===== src/rtl/dlne_pkg.sv =====
// shared constants for the dns label name encoder
package dlne_pkg;

   localparam int LABEL_MAX = 63;

   localparam int CH_W    = 8;
   localparam int LEN_W   = 6;
   localparam int COUNT_W = 2;

   // wire positions run from the length byte at 0 up to the terminator at LABEL_MAX + 1
   localparam int POS_W    = LEN_W + 1;
   localparam int ROW_W    = POS_W - 1;
   localparam int MEM_ROWS = LABEL_MAX / 2 + 1;
   localparam int MEM_AW   = ROW_W - 1;

   localparam logic [CH_W-1:0] CH_END = 8'd0;
   localparam logic [CH_W-1:0] CH_DOT = 8'd46;

   localparam logic [COUNT_W-1:0] COUNT_ONE = 2'd1;
   localparam logic [COUNT_W-1:0] COUNT_TWO = 2'd2;

   typedef logic [1:0][CH_W-1:0] row_type;

   // row request travelling from the read port to the output register
   typedef struct packed {
      logic [ROW_W-1:0] row;
      logic [LEN_W-1:0] len;
      logic             term;
      logic             cut;
      logic             last;
   } row_req_type;

endpackage


===== src/rtl/dns_label_name_encoder.sv =====
// dns label name encoder top level
// Characters of a dotted name enter one per cycle while req_ready is high and are written
// into a 32 x 16-bit label memory in wire order, two bytes to a row. The end of the name (a
// zero character), or a dot closing a non-empty label while the name is not stopped, starts
// a drain: the memory is read one row per cycle through its single read port while the read
// and output stages can advance, and each row leaves as one result of up to two bytes, the
// length byte in front and the zero terminator at the end of the name. A label of n characters
// gives ceil((n + 1) / 2) results, ceil((n + 2) / 2) at the end of the name, each passing the
// read stage and the output register. req_ready is low after the drain starts until the last
// row read has been issued, so the input stalls while the drain issues its reads, and longer
// while rsp_ready holds those stages; their last results may wait as the next label enters.
// There is no clearing pass after reset.
module dns_label_name_encoder (
   input  logic                          clock,
   input  logic                          reset,
   input  logic                          req_valid,
   output logic                          req_ready,
   input  logic [dlne_pkg::CH_W-1:0]     req_ch,
   output logic                          rsp_valid,
   input  logic                          rsp_ready,
   output logic [dlne_pkg::CH_W-1:0]     rsp_byte_a,
   output logic [dlne_pkg::CH_W-1:0]     rsp_byte_b,
   output logic [dlne_pkg::COUNT_W-1:0]  rsp_byte_count,
   output logic                          rsp_run_last,
   output logic                          rsp_label_cut
);
   import dlne_pkg::*;

   // label memory, lane 0 holds even wire positions
   row_type mem [MEM_ROWS];
   row_type rdata_ff;

   // collection state
   logic [LEN_W-1:0] len_ff, len_in;
   logic             halted_ff, halted_in;
   logic             cutflag_ff, cutflag_in;

   // drain state
   logic             drain_ff, drain_in;
   logic [ROW_W-1:0] row_ff, row_in;
   logic [ROW_W-1:0] lastrow_ff, lastrow_in;
   logic [LEN_W-1:0] dlen_ff, dlen_in;
   logic             dterm_ff, dterm_in;
   logic             dcut_ff, dcut_in;

   // read stage
   logic             s1_valid_ff, s1_valid_in;
   row_req_type      s1_ff, s1_in;

   // output register
   logic               out_valid_ff, out_valid_in;
   logic [CH_W-1:0]    out_a_ff, out_a_in;
   logic [CH_W-1:0]    out_b_ff, out_b_in;
   logic [COUNT_W-1:0] out_count_ff, out_count_in;
   logic               out_last_ff, out_last_in;
   logic               out_cut_ff, out_cut_in;

   logic             accept, is_end, is_dot, is_char, start, wr_en;
   logic [LEN_W-1:0] wr_pos;
   logic [LEN_W-1:0] start_len;
   logic [POS_W-1:0] start_lab, start_nb;
   logic [ROW_W-1:0] start_nres;
   logic             adv_out, adv_s1, issue;
   logic [POS_W-1:0] f_lab, f_nb, f_pa, f_pb;
   logic             f_hasb;

   assign req_ready = !drain_ff;
   assign accept    = req_valid && req_ready;
   assign is_end    = req_ch == CH_END;
   assign is_dot    = req_ch == CH_DOT;
   assign is_char   = !is_end && !is_dot;

   // only written below LABEL_MAX, so the position stays within one row index
   assign wr_en  = accept && is_char && !halted_ff && (len_ff < LEN_W'(LABEL_MAX));
   assign wr_pos = len_ff + LEN_W'(1);

   assign start      = accept && (is_end || (is_dot && !halted_ff && len_ff != '0));
   assign start_len  = halted_ff ? '0 : len_ff;
   assign start_lab  = (start_len != '0) ? POS_W'(start_len) + POS_W'(1) : '0;
   assign start_nb   = start_lab + POS_W'(is_end);
   assign start_nres = ROW_W'((start_nb + POS_W'(1)) >> 1);

   assign adv_out = !out_valid_ff || rsp_ready;
   assign adv_s1  = !s1_valid_ff || adv_out;
   assign issue   = drain_ff && adv_s1;

   always_comb begin
      len_in     = len_ff;
      halted_in  = halted_ff;
      cutflag_in = cutflag_ff;
      if (accept) begin
         if (is_char) begin
            if (!halted_ff) begin
               if (len_ff < LEN_W'(LABEL_MAX)) begin
                  len_in = len_ff + LEN_W'(1);
               end else begin
                  cutflag_in = 1'b1;
               end
            end
         end else if (is_dot && !halted_ff && len_ff == '0) begin
            halted_in = 1'b1;
         end else if (start) begin
            len_in     = '0;
            cutflag_in = 1'b0;
            if (is_end) begin
               halted_in = 1'b0;
            end
         end
      end
   end

   always_comb begin
      drain_in   = drain_ff;
      row_in     = row_ff;
      lastrow_in = lastrow_ff;
      dlen_in    = dlen_ff;
      dterm_in   = dterm_ff;
      dcut_in    = dcut_ff;
      if (start) begin
         drain_in   = 1'b1;
         row_in     = '0;
         lastrow_in = start_nres - ROW_W'(1);
         dlen_in    = start_len;
         dterm_in   = is_end;
         dcut_in    = cutflag_ff && !halted_ff;
      end else if (issue) begin
         row_in = row_ff + ROW_W'(1);
         if (row_ff == lastrow_ff) begin
            drain_in = 1'b0;
         end
      end
   end

   always_comb begin
      s1_valid_in = s1_valid_ff;
      s1_in       = s1_ff;
      if (adv_s1) begin
         s1_valid_in = issue;
         s1_in.row   = row_ff;
         s1_in.len   = dlen_ff;
         s1_in.term  = dterm_ff;
         s1_in.cut   = dcut_ff;
         s1_in.last  = row_ff == lastrow_ff;
      end
   end

   // pack one row of the wire stream
   always_comb begin
      f_lab  = (s1_ff.len != '0) ? POS_W'(s1_ff.len) + POS_W'(1) : '0;
      f_nb   = f_lab + POS_W'(s1_ff.term);
      f_pa   = {s1_ff.row, 1'b0};
      f_pb   = {s1_ff.row, 1'b1};
      f_hasb = f_pb < f_nb;

      out_valid_in = out_valid_ff;
      out_a_in     = out_a_ff;
      out_b_in     = out_b_ff;
      out_count_in = out_count_ff;
      out_last_in  = out_last_ff;
      out_cut_in   = out_cut_ff;
      if (adv_out) begin
         out_valid_in = s1_valid_ff;
         if (f_pa < f_lab) begin
            out_a_in = (f_pa == '0) ? CH_W'(s1_ff.len) : rdata_ff[0];
         end else begin
            out_a_in = '0;
         end
         out_b_in     = (f_hasb && f_pb < f_lab) ? rdata_ff[1] : '0;
         out_count_in = f_hasb ? COUNT_TWO : COUNT_ONE;
         out_last_in  = s1_ff.last;
         out_cut_in   = s1_ff.cut && (f_pa < f_lab);
      end
   end

   always_ff @(posedge clock) begin
      if (wr_en) begin
         mem[wr_pos[LEN_W-1:1]][wr_pos[0]] <= req_ch;
      end
      if (issue) begin
         rdata_ff <= mem[row_ff[MEM_AW-1:0]];
      end
   end

   always_ff @(posedge clock) begin
      if (reset) begin
         len_ff       <= '0;
         halted_ff    <= 1'b0;
         cutflag_ff   <= 1'b0;
         drain_ff     <= 1'b0;
         s1_valid_ff  <= 1'b0;
         out_valid_ff <= 1'b0;
      end else begin
         len_ff       <= len_in;
         halted_ff    <= halted_in;
         cutflag_ff   <= cutflag_in;
         drain_ff     <= drain_in;
         s1_valid_ff  <= s1_valid_in;
         out_valid_ff <= out_valid_in;
      end
   end

   always_ff @(posedge clock) begin
      row_ff       <= row_in;
      lastrow_ff   <= lastrow_in;
      dlen_ff      <= dlen_in;
      dterm_ff     <= dterm_in;
      dcut_ff      <= dcut_in;
      s1_ff        <= s1_in;
      out_a_ff     <= out_a_in;
      out_b_ff     <= out_b_in;
      out_count_ff <= out_count_in;
      out_last_ff  <= out_last_in;
      out_cut_ff   <= out_cut_in;
   end

   assign rsp_valid      = out_valid_ff;
   assign rsp_byte_a     = out_a_ff;
   assign rsp_byte_b     = out_b_ff;
   assign rsp_byte_count = out_count_ff;
   assign rsp_run_last   = out_last_ff;
   assign rsp_label_cut  = out_cut_ff;

endmodule


===== config.mk =====
export PLATFORM = sky130hd
export DESIGN_NAME = dns_label_name_encoder
export DESIGN_NICKNAME = d
export VERILOG_FILES = /design/src/rtl/dlne_pkg.sv /design/src/rtl/dns_label_name_encoder.sv
export SDC_FILE = /design/constraint.sdc
export NUM_CORES = 1
export LEC_CHECK = 0
export ABC_AREA = 1
export BUFFER_PORTS_ARGS = -buffer_cell sky130_fd_sc_hd__buf_2
export CORE_ASPECT_RATIO = 1.4
export CORE_MARGIN = 4
export CORE_UTILIZATION = 50
export DETAILED_ROUTE_END_ITERATION = 7
export GPL_TIMING_DRIVEN = 0
export PLACE_DENSITY = 0.66
export REMOVE_ABC_BUFFERS = 1
export SLEW_MARGIN = 20
export SYNTH_ARGS = -nofsm -noshare
export SYNTH_HDL_FRONTEND = slang
export SYNTH_SLANG_ARGS = --single-unit
export TNS_END_PERCENT = 30

===== constraint.sdc =====
create_clock -name clock -period 3.6 [get_ports clock]
set_clock_uncertainty 0.2 [all_clocks]
set_input_delay 0.9 -clock clock [delete_from_list [all_inputs] [get_ports clock]]
set_output_delay 0.9 -clock clock [all_outputs]
set_load 0.1 [all_outputs]

Yosys cells after proc, flatten, opt, wreduce, memory -nomap -nowiden
Memories as Yosys holds them, arrays and structs flattened. A register that Yosys moved wholly into a read port is not among the register bits.
Index checks and enable logic that the tools add are counted.
{"block": "word_totals", "regBits": 66, "mem_bits_rw": 512, "in_bits": 12, "out_inout_bits": 22, "elab_cells": 109, "mem_count": 1}
{"memory": "mem", "depth": 32, "width": 16, "rd": 1, "rd_ports_with_merged_regs": 1, "wr": 1, "line_no": "dns_label_name_encoder.sv:30", "rtl": "row_type mem [MEM_ROWS];"}
{"block": "classes", "addsub": 8, "magnitude_cmp": 6, "eq_ne": 6, "mux": 25, "n_bitwise": 2, "n_reduce_logical": 39}
{"cell": "$mux W6", "count": 7}
{"cell": "$lt A7 B7 Y1", "count": 3}
{"cell": "$reduce_bool A6 Y1", "count": 3}
{"cell": "$mux W16", "count": 1}
{"cell": "$add A6 B1 Y7 const B", "count": 2}
{"cell": "$add A7 B1 Y7", "count": 2}
{"cell": "$logic_and A1 B1 Y1", "count": 14}
{"cell": "$mux W7", "count": 2}
{"cell": "$add A6 B1 Y6 const B", "count": 2}
{"cell": "$logic_not A6 Y1", "count": 2}
{"cell": "$mux W1", "count": 12}
{"cell": "$reduce_and A5 Y1", "count": 2}
{"cell": "$reduce_bool A2 Y1", "count": 5}
{"cell": "$demux W8 S1", "count": 1}
{"cell": "$eq A8 B6 Y1 const B", "count": 1}
{"cell": "$logic_not A8 Y1", "count": 1}
{"cell": "$mux W8", "count": 1}
{"cell": "$add A7 B1 Y7 const B", "count": 1}
{"cell": "$eq A6 B6 Y1", "count": 1}
{"cell": "$logic_not A1 Y1", "count": 6}
{"cell": "$lt A6 B6 Y1 const B", "count": 1}
{"cell": "$ne A2 B2 Y1 const B", "count": 3}
{"cell": "$sub A6 B1 Y6 const B", "count": 1}
{"cell": "$reduce_and A4 Y1", "count": 1}
{"cell": "other kinds (8)", "count": 11}

Logic depth before layout (Yosys ltp)
{"block": "logic_depth", "word_depth": 8, "depth_mapped": 18, "mapped_depth_nobuf": 17}

Worst setup path before layout
No wires, ideal clock.
{"block": "synth_path", "path_kind": "register to register", "startpoint": "register s1_ff[3] in the netlist's numbering", "endpoint": "register out_b_ff[0], in the netlist rsp_byte_b[0] (data pin)", "setup_ns": 0.261, "arrival_time_ns": 2.491, "required_time_ns": 3.139, "setup_slack_ns": 0.648, "stages_incl_launch_ff": 17, "n_path_buf": 0, "synth_period_minus_slack_ns": 2.952, "path_cell_list": "edfxtp_1 > inv_1 > ha_1 > nand3_1 > nand2_1 > nor2_1 > ha_1 > nor3b_1 > nand2_1 > o21ai_0 > inv_1 > ha_1 > nand2_1 > o21a_1 > and2_1 > nand3_1 > nor2_1"}
{"block": "synth_between", "elab_chain_len": 5, "elab_cells_between_ends": 7, "classes_between": "add/sub (2); order compare (2); mux (1); reduce/logical (2)"}
{"item": "start, declared", "line_no": "dns_label_name_encoder.sv:48", "rtl": "row_req_type s1_ff, s1_in;"}
{"item": "start signal, assigned", "line_no": "dns_label_name_encoder.sv:208", "rtl": "s1_ff <= s1_in;"}
{"item": "$add A6 B1 Y7 / $reduce_bool A6 Y1 (equally long branches)", "line_no": "dns_label_name_encoder.sv:149", "rtl": "f_lab = (s1_ff.len != '0) ? POS_W'(s1_ff.len) + POS_W'(1) : '0;"}
{"item": "$mux W7 (*)", "line_no": "dns_label_name_encoder.sv:149"}
{"item": "$add A7 B1 Y7 (*)", "line_no": "dns_label_name_encoder.sv:150", "rtl": "f_nb = f_lab + POS_W'(s1_ff.term);"}
{"item": "$lt A7 B7 Y1 (*)", "line_no": "dns_label_name_encoder.sv:153", "rtl": "f_hasb = f_pb < f_nb;"}
{"item": "via f_hasb", "line_no": "dns_label_name_encoder.sv:65", "rtl": "logic f_hasb;"}
{"item": "$logic_and A1 B1 Y1 (*)", "line_no": "dns_label_name_encoder.sv:168", "rtl": "out_b_in = (f_hasb && f_pb < f_lab) ? rdata_ff[1] : '0;"}
{"item": "end signal, assigned", "line_no": "dns_label_name_encoder.sv:210", "rtl": "out_b_ff <= out_b_in;"}
{"item": "end, declared", "line_no": "dns_label_name_encoder.sv:53", "rtl": "logic [CH_W-1:0] out_b_ff, out_b_in;"}
Mark *: on every way through the listed nets, which the timed path passes. The rest lies on a longest branch.
A chain may end at the register's enable or synchronous reset.

Worst setup path in the final report
{"block": "layout_path", "startpoint": "input port req_ch[7] in the netlist's numbering", "endpoint": "memory mem[9][6] in the netlist's numbering, enable pin"}
{"block": "layout_between", "elab_chain_len": 8, "elab_cells_between_ends": 10, "classes_between": "eq/ne (1); mux (2); reduce/logical (7)"}
{"item": "start, declared", "line_no": "dns_label_name_encoder.sv:18", "rtl": "input logic [dlne_pkg::CH_W-1:0] req_ch,"}
{"item": "$eq A8 B6 Y1 / $logic_not A8 Y1 (equally long branches)", "line_no": "dns_label_name_encoder.sv:70, dns_label_name_encoder.sv:69"}
{"item": "$logic_not A1 Y1", "line_no": "dns_label_name_encoder.sv:71", "rtl": "assign is_char = !is_end && !is_dot;"}
{"item": "$logic_and A1 B1 Y1 (*)", "line_no": "dns_label_name_encoder.sv:71"}
{"item": "$logic_and A1 B1 Y1 (*) (3 in series)", "line_no": "dns_label_name_encoder.sv:74", "rtl": "assign wr_en = accept && is_char && !halted_ff && (len_ff < LEN_W'(LABEL_MAX));"}
{"item": "$mux W1 (*)", "line_no": "dns_label_name_encoder.sv:176", "rtl": "if (wr_en) begin"}
{"item": "$mux W16 (implied by the code) (*)", "line_no": "dns_label_name_encoder.sv:177", "rtl": "mem[wr_pos[LEN_W-1:1]][wr_pos[0]] <= req_ch;"}
{"item": "end, declared", "line_no": "dns_label_name_encoder.sv:30"}
Every way passes the cells marked *; elsewhere a longest branch is shown, timed or not.

==> impl_metrics.yaml <==
clocking:
  clk_pin_slew_worst_paths_ns: 0.06
  clkSinkCount: 594
  clock_latency_ns: 0.59
  cts-buffers-inserted: 53
  ctsHoldBuffers: 0
  cts_max_path_buffers: 3
  h-tree-depth: 2
  post_cts_buffers: 0
  cts_tree: "built"
  root_buffer: "clkbuf_16"
placed_design:
  portBuffers: 33
  place.gp.congestion: 0.847
  place_area_um2: 25300
  hpwl_mm: 33.7
global_route:
  overflow: 0
  grt_max_degree: 139
  grt_usage_pct: 20.2
  grt_pass1_wl_mm: 84.4
  antenna_found_initial: 0
  grt_pass1_vias: 15200
route:
  antenna_left: 0
  dr.pass1.iters: 6
  drc: 0
  drt_iter0_drc: 1200
  dr_total_vias: 15300
  viasPerCell: 5.73
  post_drt_wl_per_cell_um: 20.5
  wirelength_mm: 54.6
synthesis:
  synth_top_area_share_pct: 70.4
  synth_ff_type: "edfxtp_1"
  yosysWarnings: 0
  synth-seq-cells: 594
  synth_area_leaders: "edfxtp_1 70%, nor2_1 6.1%, o21ai_0 5.2%, nand2_1 2.9%, o22ai_1 1.9%"
  synthArstFlopShare_pct: 0
  syn_area_um2: 24600
  synth_edf_count: 577
  avgSynthCellArea_um2: 12.3
  synthCells: 2008
  synth_cell_types: 44
  seq_area_frac_synth_pct: 71.8
  synth_area_leader_cell: "edfxtp_1"
setup_path:
  arrival_ns: 3.67
  critPathCaptureType: "flop"
  required_ns: 3.61
  worst-setup-path-type: "in2reg"
  cp_max_fo: 65
  startpoint_type: "input pin"
  r2r_slack_ns: 0.23
layout:
  fin_nets: 2026
  regArea_um2: 17700
  final_common_cell: "edfxtp_1"
  final_area_um2: 27000
  mostFrequentLayoutCells: "577 x edfxtp_1, 366 x nor2_1, 254 x o21ai_0"
  area_growth_syn_to_layout_pct: 9.84
  drive_gt1_share_pct: 10.1
  utilization_pct: 55.9
  nFillCells: 3869
  antenna_cells: 0
  multi_input_area_um2: 6120
timing:
  slew_violations: 0
  fmax_mhz: 273
  max_slew.worst_pin.slew_ns: 1.19
  rsz0062_at_grt: "yes"
  fin_crit_sh_pct: 102
  fin_crit_ns: 3.66
  finalSetupViolations: 63
  hold_viol: 0
  timing.hold.ws_ns: 0.215
  slew_headroom_pct: 20.9
  fin_ws_ns: -0.0608
power_and_ir_drop:
  vdd_drop_max_v: 0.000399
  power.leakage_nw: 9.04
  p_per_area_nw_per_um2: 527
flow_run:
  drv_cap: 0
worst_hold_path:
  hp-class: "reg2reg"
die:
  num_rows: 95
  design.die.area_um2: 52900
  fp.coreArea_um2: 48400
  floorplan.initialDensity_pct: 50.9
  io_pins: 34
  die_x_um: 196
  die_h_um: 271
outcome:
  status: "finished, violations left"
  violations: "negative setup slack"
## cells by family after synthesis
kind of cell	share of synthesized area [%]
and+or+nand+nor	12.5
DFF	71.8
AOI/OAI and AO/OA	10.3
buffers and inverters	3.81
adders and majority gates	1.12
xor gates and xnor gates	0.458
## per-layer routing
metal / up-vias / wire (um) / GRT usage, %
met4: 0 / 1690 / 6.97
met3: 129 / 2460 / 2.31
met5: - / 0 / 0
met2: 442 / 30300 / 38.4
li1: 7211 / - / -
met1: 7485 / 20200 / 23.4
## worst max-delay path, cell delays in order
cell and delay [ns]:
buf_4 0.49, nor2_1 0.14, inv_1 0.08, nor2_1 0.05
nand3_2 0.08, nand2_1 0.14, nor4_4 0.51, nand2_4 0.43
nor2_1 0.78
## sequential cells by signal, summed over array words and instances (netlist names), 2 cells and up
register,count
mem,512
rdata_ff,16
s1_ff,9
rsp_byte_a,8
rsp_byte_b,8
dlen_ff,6
f_pa,6
lastrow_ff,6
len_ff,6
row_ff,6
rsp_byte_count,2
## per-stage QoR
stage	std cells	setup WS, ns	total power, W	setup TNS, ns
CTS	2663	0.0208	0.0143	0
finish	2663	-0.0608	0.0143	-1.65
detailed placement	2567	-0.990	0.00897	-463.58
global placement	2557	-10.07	0.00896	-643.20
floorplan	1894	-4.00	0.00855	-83.56
global route	2663	-0.282	0.0147	-70.40
## final cells by class
cell class	count	share of cell area, %
Tap cell	630	2.92
Clock inverter	26	0.842
Timing Repair Buffer	43	1.62
Sequential cell	594	65.4
Clock buffer	70	5.25
Inverter	91	1.36
Multi-Input combinational cell	1209	22.6
## power by group
part           switching, W  internal [W]
Sequential        0.0000472       0.00764
Clock               0.00242       0.00300
Combinational      0.000860      0.000287
## path summary, 6_finish.rpt
kind                                              from             endpoint  depth (start not counted)
worst max-delay path                         req_ch[7]  mem[9][6]$_DFFE_PP_                          9
worst min-delay path              dlen_ff[0]$_DFFE_PP_   s1_ff[3]$_DFFE_PN_                          0
worst max register to register  len_ff[0]$_SDFFE_PP0P_  mem[9][6]$_DFFE_PP_                          8
worst min register to register    dlen_ff[0]$_DFFE_PP_   s1_ff[3]$_DFFE_PN_                          0
## cell usage after synthesis (all sizes together) (17+ instances only)
cell / n
ha: 22
nor2: 411
nand3: 70
a21oi: 25
o221ai: 18
inv: 91
edfxtp: 577
o21ai: 282
nand4: 25
o22ai: 75
clkbuf: 59
o211ai: 46
dfxtp: 17
nand2: 197
buf: 55
## what timing repair did
| action | CTS | global route |
|---|---|---|
| gates resized for setup | 10 | 35 |
| setup endpoints to repair | 512 | 492 |
| pin swaps | 0 | 0 |
| endpoints found under the hold margin | 0 | 0 |
No activity file was read; power rests on OpenSTA's default activity.
